===== config.mk =====
export PLATFORM = sky130hd
export DESIGN_NAME = addressed_length_frame_deframer_flat
export DESIGN_NICKNAME = d
export VERILOG_FILES = /design/src/hw/rtl/alfd_pkg.sv /design/src/hw/rtl/alfd_if.sv /design/src/hw/rtl/addressed_length_frame_deframer.sv /design/src/flat_wrapper.sv
export SDC_FILE = /design/constraint.sdc
export NUM_CORES = 1
export LEC_CHECK = 0
export ABC_AREA = 1
export BUFFER_PORTS_ARGS = -buffer_cell sky130_fd_sc_hd__buf_2
export CORE_MARGIN = 8
export CORE_UTILIZATION = 40
export DETAILED_ROUTE_END_ITERATION = 6
export PLACE_DENSITY = 0.69
export SYNTH_ARGS = -nofsm -noshare
export SYNTH_HDL_FRONTEND = slang
export SYNTH_SLANG_ARGS = --single-unit

===== constraint.sdc =====
create_clock -name clk_i -period 8.1 [get_ports clk_i]
set_input_delay 0.81 -clock clk_i [delete_from_list [all_inputs] [get_ports clk_i]]
set_output_delay 0.81 -clock clk_i [all_outputs]
set_load 0.05 [all_outputs]

===== src/hw/rtl/alfd_pkg.sv =====
// alfd_pkg: shared types and constants of the addressed length frame deframer
// no dependencies

package alfd_pkg;

  localparam int unsigned ByteW    = 8;
  localparam int unsigned LenW     = 16;
  localparam int unsigned CrcW     = 16;
  localparam int unsigned TickW    = 16;
  localparam int unsigned CfgIdxW  = 1;
  localparam int unsigned CfgDataW = 16;

  // largest payload length accepted in a header
  localparam logic [LenW-1:0] MaxPayload = 16'd256;

  localparam logic [TickW-1:0] TimeoutReset = 16'd100;
  localparam logic [ByteW-1:0] AddressReset = 8'd0;

  // configuration register indexes
  localparam logic [CfgIdxW-1:0] CfgOwnAddress  = 1'd0;
  localparam logic [CfgIdxW-1:0] CfgTimeoutTicks = 1'd1;

  typedef enum logic [1:0] {
    KindPayload = 2'd0,
    KindEnd     = 2'd1,
    KindTimeout = 2'd2,
    KindTooLong = 2'd3
  } kind_e;

  // request type of an input beat
  localparam logic ReqByte = 1'b0;
  localparam logic ReqTick = 1'b1;

endpackage


===== src/hw/rtl/alfd_if.sv =====
// alfd_in_if / alfd_out_if: valid-ready channels of the deframer
// depends on alfd_pkg for field widths

interface alfd_in_if;
  logic                      valid;
  logic                      ready;
  logic                      req_type;
  logic [alfd_pkg::ByteW-1:0] rx_byte;

  modport source (output valid, output req_type, output rx_byte, input ready);
  modport sink   (input valid, input req_type, input rx_byte, output ready);
endinterface

interface alfd_out_if;
  logic                       valid;
  logic                       ready;
  logic [1:0]                 kind;
  logic [alfd_pkg::ByteW-1:0] command;
  logic [alfd_pkg::ByteW-1:0] data_byte;
  logic [alfd_pkg::ByteW-1:0] byte_index;
  logic [alfd_pkg::LenW-1:0]  frame_length;
  logic [alfd_pkg::CrcW-1:0]  received_crc;
  logic                       last;

  modport source (output valid, output kind, output command, output data_byte,
                  output byte_index, output frame_length, output received_crc,
                  output last, input ready);
  modport sink   (input valid, input kind, input command, input data_byte,
                  input byte_index, input frame_length, input received_crc,
                  input last, output ready);
endinterface


===== src/hw/rtl/addressed_length_frame_deframer.sv =====
// addressed_length_frame_deframer: parses address/command/length/payload/crc frames
// depends on alfd_pkg and the channel interfaces in alfd_if.sv
//
//   channel   dir   handshake      beat
//   in_i      in    valid/ready    req_type, rx_byte (byte or timer tick)
//   out_o     out   valid/ready    kind, command, data_byte, byte_index,
//                                  frame_length, received_crc, last
//   cfg       in    cfg_we_i       cfg_idx_i, cfg_data_i
//
// one input beat per cycle while in_i.ready is high; the parser state updates in
// the accept cycle and any result appears in the output register on the next cycle
// in_i.ready is low only while a result is held and out_o.ready is low
// reset idles the parser and returns control and config registers to reset values

module addressed_length_frame_deframer (
  input  logic                          clk_i,
  input  logic                          rst_ni,
  alfd_in_if.sink                       in_i,
  alfd_out_if.source                    out_o,
  input  logic                          cfg_we_i,
  input  logic [alfd_pkg::CfgIdxW-1:0]  cfg_idx_i,
  input  logic [alfd_pkg::CfgDataW-1:0] cfg_data_i
);

  typedef enum logic [2:0] {
    PhIdle, PhCmd, PhLen0, PhLen1, PhData, PhCrc0, PhCrc1
  } phase_e;

  phase_e                      phase_q, phase_d;
  logic [alfd_pkg::ByteW-1:0]  own_addr_q;
  logic [alfd_pkg::TickW-1:0]  timeout_q;
  logic [alfd_pkg::ByteW-1:0]  cmd_q, cmd_d;
  logic [alfd_pkg::LenW-1:0]   len_q, len_d;
  logic [alfd_pkg::LenW-1:0]   count_q, count_d;
  logic [alfd_pkg::ByteW-1:0]  crc_lo_q, crc_lo_d;
  logic [alfd_pkg::TickW-1:0]  ticks_q, ticks_d;

  logic                        out_valid_q;
  alfd_pkg::kind_e             kind_q, kind_d;
  logic [alfd_pkg::ByteW-1:0]  o_cmd_q, o_data_q, o_idx_q;
  logic [alfd_pkg::ByteW-1:0]  o_data_d, o_idx_d;
  logic [alfd_pkg::LenW-1:0]   o_len_q;
  logic [alfd_pkg::CrcW-1:0]   o_crc_q, o_crc_d;
  logic                        o_last_q, o_last_d;

  logic                        accept;
  logic                        emit;
  logic [alfd_pkg::TickW-1:0]  limit;
  logic [alfd_pkg::TickW-1:0]  ticks_inc;
  logic [alfd_pkg::LenW-1:0]   count_inc;
  logic [alfd_pkg::LenW-1:0]   len_full;

  assign in_i.ready = !out_valid_q || out_o.ready;
  assign accept     = in_i.valid && in_i.ready;

  // a zero timeout behaves as one
  assign limit     = (timeout_q == '0) ? {{(alfd_pkg::TickW-1){1'b0}}, 1'b1} : timeout_q;
  assign ticks_inc = ticks_q + {{(alfd_pkg::TickW-1){1'b0}}, 1'b1};
  assign count_inc = count_q + {{(alfd_pkg::LenW-1){1'b0}}, 1'b1};
  assign len_full  = {in_i.rx_byte, len_q[alfd_pkg::ByteW-1:0]};

  always_comb begin
    phase_d  = phase_q;
    cmd_d    = cmd_q;
    len_d    = len_q;
    count_d  = count_q;
    crc_lo_d = crc_lo_q;
    ticks_d  = ticks_q;
    emit     = 1'b0;
    kind_d   = alfd_pkg::KindPayload;
    o_data_d = '0;
    o_idx_d  = '0;
    o_crc_d  = '0;
    o_last_d = 1'b0;

    if (in_i.req_type == alfd_pkg::ReqTick) begin
      if (phase_q == PhIdle) begin
        ticks_d = '0;
      end else if (ticks_inc >= limit) begin
        phase_d  = PhIdle;
        ticks_d  = '0;
        emit     = 1'b1;
        kind_d   = alfd_pkg::KindTimeout;
        o_last_d = 1'b1;
      end else begin
        ticks_d = ticks_inc;
      end
    end else begin
      ticks_d = '0;
      unique case (phase_q)
        PhIdle: begin
          if (in_i.rx_byte == own_addr_q) begin
            cmd_d    = '0;
            len_d    = '0;
            count_d  = '0;
            crc_lo_d = '0;
            phase_d  = PhCmd;
          end
        end
        PhCmd: begin
          cmd_d   = in_i.rx_byte;
          phase_d = PhLen0;
        end
        PhLen0: begin
          len_d   = {{(alfd_pkg::LenW-alfd_pkg::ByteW){1'b0}}, in_i.rx_byte};
          phase_d = PhLen1;
        end
        PhLen1: begin
          len_d   = len_full;
          count_d = '0;
          if (len_full > alfd_pkg::MaxPayload) begin
            phase_d  = PhIdle;
            emit     = 1'b1;
            kind_d   = alfd_pkg::KindTooLong;
            o_last_d = 1'b1;
          end else if (len_full == '0) begin
            phase_d = PhCrc0;
          end else begin
            phase_d = PhData;
          end
        end
        PhData: begin
          count_d  = count_inc;
          if (count_inc >= len_q) phase_d = PhCrc0;
          emit     = 1'b1;
          kind_d   = alfd_pkg::KindPayload;
          o_data_d = in_i.rx_byte;
          o_idx_d  = count_q[alfd_pkg::ByteW-1:0];
        end
        PhCrc0: begin
          crc_lo_d = in_i.rx_byte;
          phase_d  = PhCrc1;
        end
        PhCrc1: begin
          phase_d  = PhIdle;
          emit     = 1'b1;
          kind_d   = alfd_pkg::KindEnd;
          o_crc_d  = {in_i.rx_byte, crc_lo_q};
          o_last_d = 1'b1;
        end
        default: phase_d = PhIdle;
      endcase
    end
  end

  always_ff @(posedge clk_i or negedge rst_ni) begin
    if (!rst_ni) begin
      phase_q     <= PhIdle;
      cmd_q       <= '0;
      len_q       <= '0;
      count_q     <= '0;
      crc_lo_q    <= '0;
      ticks_q     <= '0;
      own_addr_q  <= alfd_pkg::AddressReset;
      timeout_q   <= alfd_pkg::TimeoutReset;
      out_valid_q <= 1'b0;
    end else begin
      if (cfg_we_i) begin
        unique case (cfg_idx_i)
          alfd_pkg::CfgOwnAddress:   own_addr_q <= cfg_data_i[alfd_pkg::ByteW-1:0];
          alfd_pkg::CfgTimeoutTicks: timeout_q  <= cfg_data_i[alfd_pkg::TickW-1:0];
          default: ;
        endcase
      end
      if (accept) begin
        phase_q  <= phase_d;
        cmd_q    <= cmd_d;
        len_q    <= len_d;
        count_q  <= count_d;
        crc_lo_q <= crc_lo_d;
        ticks_q  <= ticks_d;
      end
      // output slot is free whenever a beat is accepted
      if (accept) out_valid_q <= emit;
      else if (out_o.ready) out_valid_q <= 1'b0;
    end
  end

  // result payload, loaded only with a beat that makes a result
  always_ff @(posedge clk_i) begin
    if (accept && emit) begin
      kind_q   <= kind_d;
      o_cmd_q  <= cmd_d;
      o_data_q <= o_data_d;
      o_idx_q  <= o_idx_d;
      o_len_q  <= len_d;
      o_crc_q  <= o_crc_d;
      o_last_q <= o_last_d;
    end
  end

  assign out_o.valid        = out_valid_q;
  assign out_o.kind         = kind_q;
  assign out_o.command      = o_cmd_q;
  assign out_o.data_byte    = o_data_q;
  assign out_o.byte_index   = o_idx_q;
  assign out_o.frame_length = o_len_q;
  assign out_o.received_crc = o_crc_q;
  assign out_o.last         = o_last_q;

endmodule


===== src/flat_wrapper.sv =====
// flat-port wrapper written by rule: the top's interface ports become plain ports
module addressed_length_frame_deframer_flat 
  (clk_i, rst_ni, cfg_we_i, cfg_idx_i, cfg_data_i, in_i_valid, in_i_req_type, in_i_rx_byte, in_i_ready, out_o_valid, out_o_kind, out_o_command, out_o_data_byte, out_o_byte_index, out_o_frame_length, out_o_received_crc, out_o_last, out_o_ready);
  alfd_in_if in_i_i ();
  alfd_out_if out_o_i ();
  input  logic clk_i;
  input  logic rst_ni;
  input  logic cfg_we_i;
  input  logic [alfd_pkg::CfgIdxW-1:0] cfg_idx_i;
  input  logic [alfd_pkg::CfgDataW-1:0] cfg_data_i;
  input wire logic [$bits(in_i_i.valid)-1:0] in_i_valid;
  input wire logic [$bits(in_i_i.req_type)-1:0] in_i_req_type;
  input wire logic [$bits(in_i_i.rx_byte)-1:0] in_i_rx_byte;
  output wire logic [$bits(in_i_i.ready)-1:0] in_i_ready;
  output wire logic [$bits(out_o_i.valid)-1:0] out_o_valid;
  output wire logic [$bits(out_o_i.kind)-1:0] out_o_kind;
  output wire logic [$bits(out_o_i.command)-1:0] out_o_command;
  output wire logic [$bits(out_o_i.data_byte)-1:0] out_o_data_byte;
  output wire logic [$bits(out_o_i.byte_index)-1:0] out_o_byte_index;
  output wire logic [$bits(out_o_i.frame_length)-1:0] out_o_frame_length;
  output wire logic [$bits(out_o_i.received_crc)-1:0] out_o_received_crc;
  output wire logic [$bits(out_o_i.last)-1:0] out_o_last;
  input wire logic [$bits(out_o_i.ready)-1:0] out_o_ready;
  assign in_i_i.valid = in_i_valid;
  assign in_i_i.req_type = in_i_req_type;
  assign in_i_i.rx_byte = in_i_rx_byte;
  assign in_i_ready = in_i_i.ready;
  assign out_o_valid = out_o_i.valid;
  assign out_o_kind = out_o_i.kind;
  assign out_o_command = out_o_i.command;
  assign out_o_data_byte = out_o_i.data_byte;
  assign out_o_byte_index = out_o_i.byte_index;
  assign out_o_frame_length = out_o_i.frame_length;
  assign out_o_received_crc = out_o_i.received_crc;
  assign out_o_last = out_o_i.last;
  assign out_o_i.ready = out_o_ready;
  addressed_length_frame_deframer u_core (.clk_i(clk_i), .rst_ni(rst_ni), .in_i(in_i_i), .out_o(out_o_i), .cfg_we_i(cfg_we_i), .cfg_idx_i(cfg_idx_i), .cfg_data_i(cfg_data_i));
endmodule

==> summary.md, run 1 <==
| Metric | Value |
|---|---|
| Status | `complete, no violations` |
| Fin crit period | `3.57 ns` |
| Setup CP Type | `register to register` |
| Fraction of layout cells with a size suffix above 1 | `14.7%` |
| Global Route Usage Sum | `15.9%` |
| PwrDens | `233 nW/um2` |
| Post-Synthesis Cell Area | `7620 um2` |
| Worst-path cell chain | `ha_1 > nand3_1 > nor2_1 > nand3_1 > xor2_1 > ha_1 > nand2_1 > o21ai_0 > a21oi_1 > nand2_1 > nand3_1 > nand2_1 > nand2_1 > inv_2 > buf_4` |
| Startpoint types | `register` |
| CP endpoint kind | `register` |
| Final Hold Viols | `0` |
| CP dominant cell by count | `nand2_1` |
| VDD IR-drop max | `0.167 mV` |
| Final period util | `between 40 and 50%` |
| Final WS setup | `4.53 ns` |
| H-tree Lvls | `4` |
| Mapped Cells | `901` |
| Clock Latency Late Sink | `0.44 ns` |
| P_leak | `4.57 nW` |
| Placement Rows | `50` |
| DP Area | `8310 um2` |
| Die area | `23700 um2` |
| Initial antenna violation count | `0` |
| Final setup vio count | `0` |
| Number of global-route vias before repair | `~5800` |
| Final global-route overflow total | `0` |
| Antenna Cells | `0` |
| TritonRoute pass-1 iters | `5` |
| Resize count post-CTS | `0` |
| Worst Path Required | `approximately 8 ns` |
| DRC violations left | `0` |
| Largest buffer count on any clock path | `2` |
| Post-synth EDFFs | `59` |
| Layout area overhead | `17.0%` |
| WL/cell | `14.7 um` |
| Hold WS | `0.239 ns` |
| RSZ-0062 raised after global routing | `false` |
| Ys async rst share | `between 60% and 70%` |
| Warnings, synthesis | `0` |
| Iteration-0 DRC Markers | `460` |
| Synth cell types | `34` |
| Die width | `154 um` |
| Predominant post-synthesis flop cell | `dfrtp_1` |
| Syn Area/Cell | `~8.5 um2` |
| MaxCap Viol Count | `0` |
| Final Wtd Congestion | `0.909` |
| DR vias | `6101` |
| CP Buf/Inv Count | `2` |
| Slowest Stage Delay on Critical Path | `~0.55 ns` |
| Post-CTS Setup Bufs | `0` |
| Cell family with most CP delay | `simple AND/OR/NAND/NOR gates` |
| Max-slew violation count | `0` |
| Largest area contributor in the netlist | `dfrtp_1` |
| Relative slew slack | `33.7%` |
| IO Count | `between 90 and 100` |
| Slowest-stage cell, CP | `buf_4` |
| R2r startpoint | `u_core.ticks_q[0]` |
| Clk sinks | `151` |
| Post-synthesis register bit count | `between 150 and 200` |
| Area contributors post-synth | `dfrtp_1 29%, edfxtp_1 23%, nand2_1 16%` |
| Root buffer cell | `clkbuf_16` |
| Actual slew at the worst max-slew pin | `0.995 ns` |
| Post-DP HPWL | `13300 um` |
| Worst-path clk slew | `0.07 ns` |
| Hold WC Path Type | `input port to async pin` |
| Highest achievable clock rate | `roughly 280 MHz` |
| Setup TNS | `0 ns` |
| CTS tree | `done` |
| DIE HEIGHT | `154 um` |
| Vias per cell | `4.91` |
| Fin cells | `1243` |
| Starting Density | `40.7%` |
| Post-synthesis sequential area ratio | `53.5%` |
| Setup Skew | `0.0156 ns` |
| Cell area after layout | `8910 um2` |
| Core area | `18700 um2` |
| DP Worst Slack | `4.56 ns` |
| I/O Buffers | `91` |
| CTS Buf Count | `17` |
| DRT antenna net count | `0` |
| Nets@finish | `1061` |
| Pin count of the biggest net entering global routing | `between 70 and 80` |
| Total detailed-routing wirelength | `18300 um` |
| Worst setup path start | `u_core.ticks_q[0]` |
| Placed Instances | `approximately 1200` |
| Post-synth top area share | `29.2%` |
| Worst Path Arrival | `3.63 ns` |
| Syn Nets | `966` |
| Finished Core Util | `47.6%` |
| Worst Path Max Fanout | `55` |
| Final Power | `approximately 2.1 mW` |
| Post-CTS Hold Buffers | `0` |
| Global-route wire length before repair | `30000 um` |
[report_power, final]
group | leakage (nW) | internal, mW | switching [mW]
registers | 1.79 | 0.875 | 0.0436
clock network | 0.293 | 0.443 | 0.362
logic | 2.48 | 0.104 | 0.247
total | 4.57 | 1.42 | 0.653
[worst paths after layout]
path                                                end  cells after the start  slack, ns
setup / recovery           u_core.out_o.frame_length[9]                     15       4.53
hold / removal                        u_core.count_q[0]                      1       0.24
setup reg to reg           u_core.out_o.frame_length[9]                     15       4.53
hold reg to reg                     u_core.timeout_q[6]                      2       0.49
max in group asynchronous               u_core.cmd_q[2]                      2       6.60
min in group clk_i                  u_core.timeout_q[6]                      2       0.49
[cell usage after synthesis, types with 2 or more instances]
library cell  count
dfrtp_1          89
buf_2             6
xor2_1           19
inv_1           115
o21ai_0          44
nand4_1          15
inv_2             5
xnor2_1           8
dfstp_2           3
nor4_1            3
nor2_2            3
nand2_2           2
ha_1             34
nand2_1         328
edfxtp_1         59
nand3_1          31
nor2_1           76
buf_1             2
nor3_1           11
o22ai_1           3
clkbuf_1         10
a21oi_1          23
[placed cells by master (no fill, tap or decap), types with 2 or more instances in the layout]
cell and n:
clkinv_8 2, inv_6 7, dfstp_2 3, nand2_2 2
clkbuf_16 17, nor3_1 11, dfrtp_1 89, nor2_1 76
a21oi_1 23, nand3_1 31, inv_1 114, inv_8 4
ha_1 34, buf_4 5, o22ai_1 3, xor2_1 19
inv_2 6, nand2_1 328, nor2_2 3, nor4_1 3
nand4_1 15, edfxtp_1 59, o21ai_0 44, buf_2 90
xnor2_1 8
[cell type report]
| cell class | instances | area, um2 |
|---|---|---|
| clock buffers | 17 | 425 |
| clock inverters | 15 | 176 |
| fillers | 1766 | 9790 |
| inverters | 120 | 450 |
| multi-input cells | 611 | 3000 |
| flip-flops and latches | 151 | 4080 |
| well taps | 234 | 293 |
| repair buffers | 95 | 488 |
[worst register-to-register path, cell delays in order, from the launching register on]
cell,delay (ns)
dfrtp_1,0.42
ha_1,0.20
nand3_1,0.17
nor2_1,0.25
nand3_1,0.15
xor2_1,0.19
ha_1,0.31
nand2_1,0.05
o21ai_0,0.17
a21oi_1,0.09
nand2_1,0.14
nand3_1,0.14
nand2_1,0.10
nand2_1,0.08
inv_2,0.14
buf_4,0.55
[registers in the layout (all words and copies together), names as in the netlist, 16 cells and up]
name	cells
u_core.count_q	16
u_core.len_q	16
u_core.timeout_q	16
u_core.out_o.received_crc	16
u_core.out_o.frame_length	16
u_core.ticks_q	16
[routing by layer]
layer	part of all wire (%)	GRT usage, %	up-vias	routed length, um
met2	44	24.0	219	8090
met3	7.7	4.68	26	1420
met4	1.7	5.88	0	316
met5	0	0	-	0
met1	46	21.2	2806	8500
li1	-	-	3050	-
[logic make-up after synthesis]
| kind of cell | Yosys count | share of synthesized area, % |
|---|---|---|
| buffers and inverters | 139 | 7.05 |
| flip-flops | 151 | 53.5 |
| adder cells (fa/ha/maj) | 34 | 5.59 |
| XOR/XNOR | 27 | 3.11 |
| AO/OA/AOI/OAI | 75 | 5.16 |
| AND/OR/NAND/NOR | 475 | 25.6 |
Note: power is estimated with default switching activity, not from simulation.
==> inputs of run 2 (changes only) <==
Settings changed: PLACE_DENSITY 0.69 to 0.72.
Clock period 8.1 ns to 3.2 ns, I/O delays scaled along.
==> summary.md, run 2 (same netlist as run 1, synthesis figures left out) <==
| Metric | Value |
|---|---|
| Antenna Cells | `0 (unchanged)` |
| Fin crit period | `2.94 ns (-0.633 ns)` |
| R2r startpoint | `u_core.ticks_q[0]` |
| Placement Rows | `50 (unchanged)` |
| Clk sinks | `151 (unchanged)` |
| Number of global-route vias before repair | `5947 (+2.1%)` |
| Fraction of layout cells with a size suffix above 1 | `16.0% (+1.4 points)` |
| Worst R2R End | `u_core.out_o.frame_length[7]` |
| Actual slew at the worst max-slew pin | `0.899 ns (-0.0965 ns)` |
| Root buffer cell | `clkbuf_16` |
| Global-route wire length before repair | `29900 um (-0.28%)` |
| Worst Path Required | `3.34 ns (-4.82 ns)` |
| Highest achievable clock rate | `340 MHz (+22%)` |
| I/O Buffers | `91 (unchanged)` |
| DRT antenna net count | `0 (unchanged)` |
| DR vias | `6179 (+1.3%)` |
| Worst Path Arrival | `3.08 ns (-0.55 ns)` |
| Resize count post-CTS | `0 (unchanged)` |
| Fin cells | `1250 (+0.56%)` |
| Vias per cell | `4.94 (+0.71%)` |
| Setup Skew | `0.0117 ns (-0.00388 ns)` |
| Final Power | `5.46 mW (+160%)` |
| Final global-route overflow total | `0 (unchanged)` |
| Placed Instances | `1216 (+0.41%)` |
| Pin count of the biggest net entering global routing | `53 (-30%)` |
| Final setup vio count | `0 (unchanged)` |
| Most frequent cells in the layout | `326 x nand2_1, 114 x inv_1, 90 x buf_2, 89 x dfrtp_1, 75 x nor2_1` |
| IO Count | `92 (unchanged)` |
| Max-slew violation count | `0 (unchanged)` |
| Total detailed-routing wirelength | `18400 um (+0.47%)` |
| Setup CP Type | `register to register` |
| Setup slack, reg-to-reg | `0.26 ns (-4.27 ns)` |
| Startpoint types | `register` |
| Die area | `23700 um2 (unchanged)` |
| Layout area overhead | `19.8%` |
| Worst setup path start | `u_core.ticks_q[0]` |
| Nets@finish | `1068 (+0.66%)` |
| DRC violations left | `0 (unchanged)` |
| Min-Delay Path Depth | `3` |
| Hold wc startpoint | `cfg_data_i[2]` |
| DP Area | `8430 um2 (+1.4%)` |
| Starting Density | `40.7% (unchanged)` |
| Core area | `18700 um2 (unchanged)` |
| H-tree Lvls | `4 (unchanged)` |
| CP endpoint kind | `register` |
| CTS Buf Count | `17 (unchanged)` |
| P_leak | `4.64 nW (+1.5%)` |
| Status | `complete, no violations` |
| Global Route Usage Sum | `15.7% (-0.20 points)` |
| Relative slew slack | `39.9% (+6.3 points)` |
| Commonest non-fill, non-tap cell in the layout | `nand2_1` |
| VDD IR-drop max | `0.412 mV (+150%)` |
| Cell area after layout | `9120 um2 (+2.4%)` |
| FF-to-FF path depth | `15 (unchanged)` |
| Largest buffer count on any clock path | `2 (unchanged)` |
| Post-DP HPWL | `13600 um (+1.9%)` |
| Die width | `154 um (unchanged)` |
| MaxCap Viol Count | `0 (unchanged)` |
| CTS tree | `done` |
| Final Hold Viols | `0 (unchanged)` |
| Final period util | `91.9% (+48 points)` |
| Post-CTS Setup Bufs | `0 (unchanged)` |
| Clock Latency Late Sink | `0.43 ns (about the same)` |
| Worst Path Max Fanout | `26 (-53%)` |
| Hold Crit Endpoint | `u_core.timeout_q[2]` |
| Iteration-0 DRC Markers | `483 (+5.0%)` |
| Setup TNS | `0 ns (unchanged)` |
| Worst-path clk slew | `0.07 ns (about the same)` |
| RSZ-0062 raised after global routing | `false` |
| WL/cell | `14.7 um (about the same)` |
| Hold WC Path Type | `input port to register` |
| Initial antenna violation count | `0 (unchanged)` |
| Final Wtd Congestion | `0.901 (-0.84%)` |
| TritonRoute pass-1 iters | `6 (+1)` |
| PwrDens | `598 nW/um2 (+160%)` |
| DIE HEIGHT | `154 um (unchanged)` |
## run 2: cell types whose count changed in the layout (fill, tap and decap cells not counted), moves of 2 or more
cell,delta
nand3_2,+2
nand3_1,-3
buf_4,+4
nor3_1,-2
bufinv_16,+3
inv_6,-4
nand2_2,+2
nand2_1,-2
## run 2: worst max-delay path by stage
stage                                    endpoint  slack (ns)  cells past startpoint
floorplan              u_core.out_o.byte_index[0]       0.002                     14
detailed placement  u_core.out_o.frame_length[13]        0.23                     15
finish               u_core.out_o.frame_length[7]        0.26                     15
global route         u_core.out_o.frame_length[5]        0.03                     15
CTS                 u_core.out_o.frame_length[13]        0.22                     15
global placement    u_core.out_o.frame_length[11]        0.31                     15
## run 2: per-stage QoR
step,utilization (%),setup slack (ns),hold WS [ns]
final,48.8,0.260,0.137
after global routing,48.8,0.0284,0.152
after CTS,48.6,0.218,0.125
after detailed placement,45.1,0.233,0.314
after global placement,45.1,0.310,0.308
after floorplan,-,0.00235,0.0244
## run 2: cell type report
cell class,count,area (um2)
fill,1711,9580
sequential,151,4080
multi-input combinational,611,3070
timing repair buffer,102,573
inverter,120,454
clock buffer,17,425
tap,234,293
clock inverter,15,234
## run 2: report_power, final
group / switching (mW) / total, mW / leakage [nW] / internal, mW
sequential: 0.112 / 2.33 / 1.79 / 2.22
combinational: 0.638 / 0.909 / 2.53 / 0.271
clock: 0.880 / 2.22 / 0.316 / 1.34
total: 1.63 / 5.46 / 4.64 / 3.83
## run 2: critical path: stages (launching register included)
cell	delay (ns)
dfrtp_1	0.45
ha_4	0.18
nand3_4	0.10
nor2_4	0.16
nand4_1	0.12
xor2_1	0.19
ha_1	0.29
nand2_1	0.08
nor3_1	0.23
nand2_1	0.09
nand2_2	0.11
nand3_2	0.10
nand2_1	0.09
nand2_2	0.07
clkinvlp_4	0.16
clkbuf_16	0.22
## run 2: timing repair
action,4_1_cts,5_1_grt
hold buffers,1,0
endpoints found under the hold margin,34,0
endpoints found under the setup margin,0,3
## run 2: metal layers
layer / vias to the layer above / routed length, um / GRT usage (%)
met1: 2884 / 8680 / 21.0
li1: 3057 / - / -
met5: - / 0 / 0
met2: 206 / 8160 / 23.7
met3: 32 / 1190 / 4.43
met4: 0 / 377 / 5.79
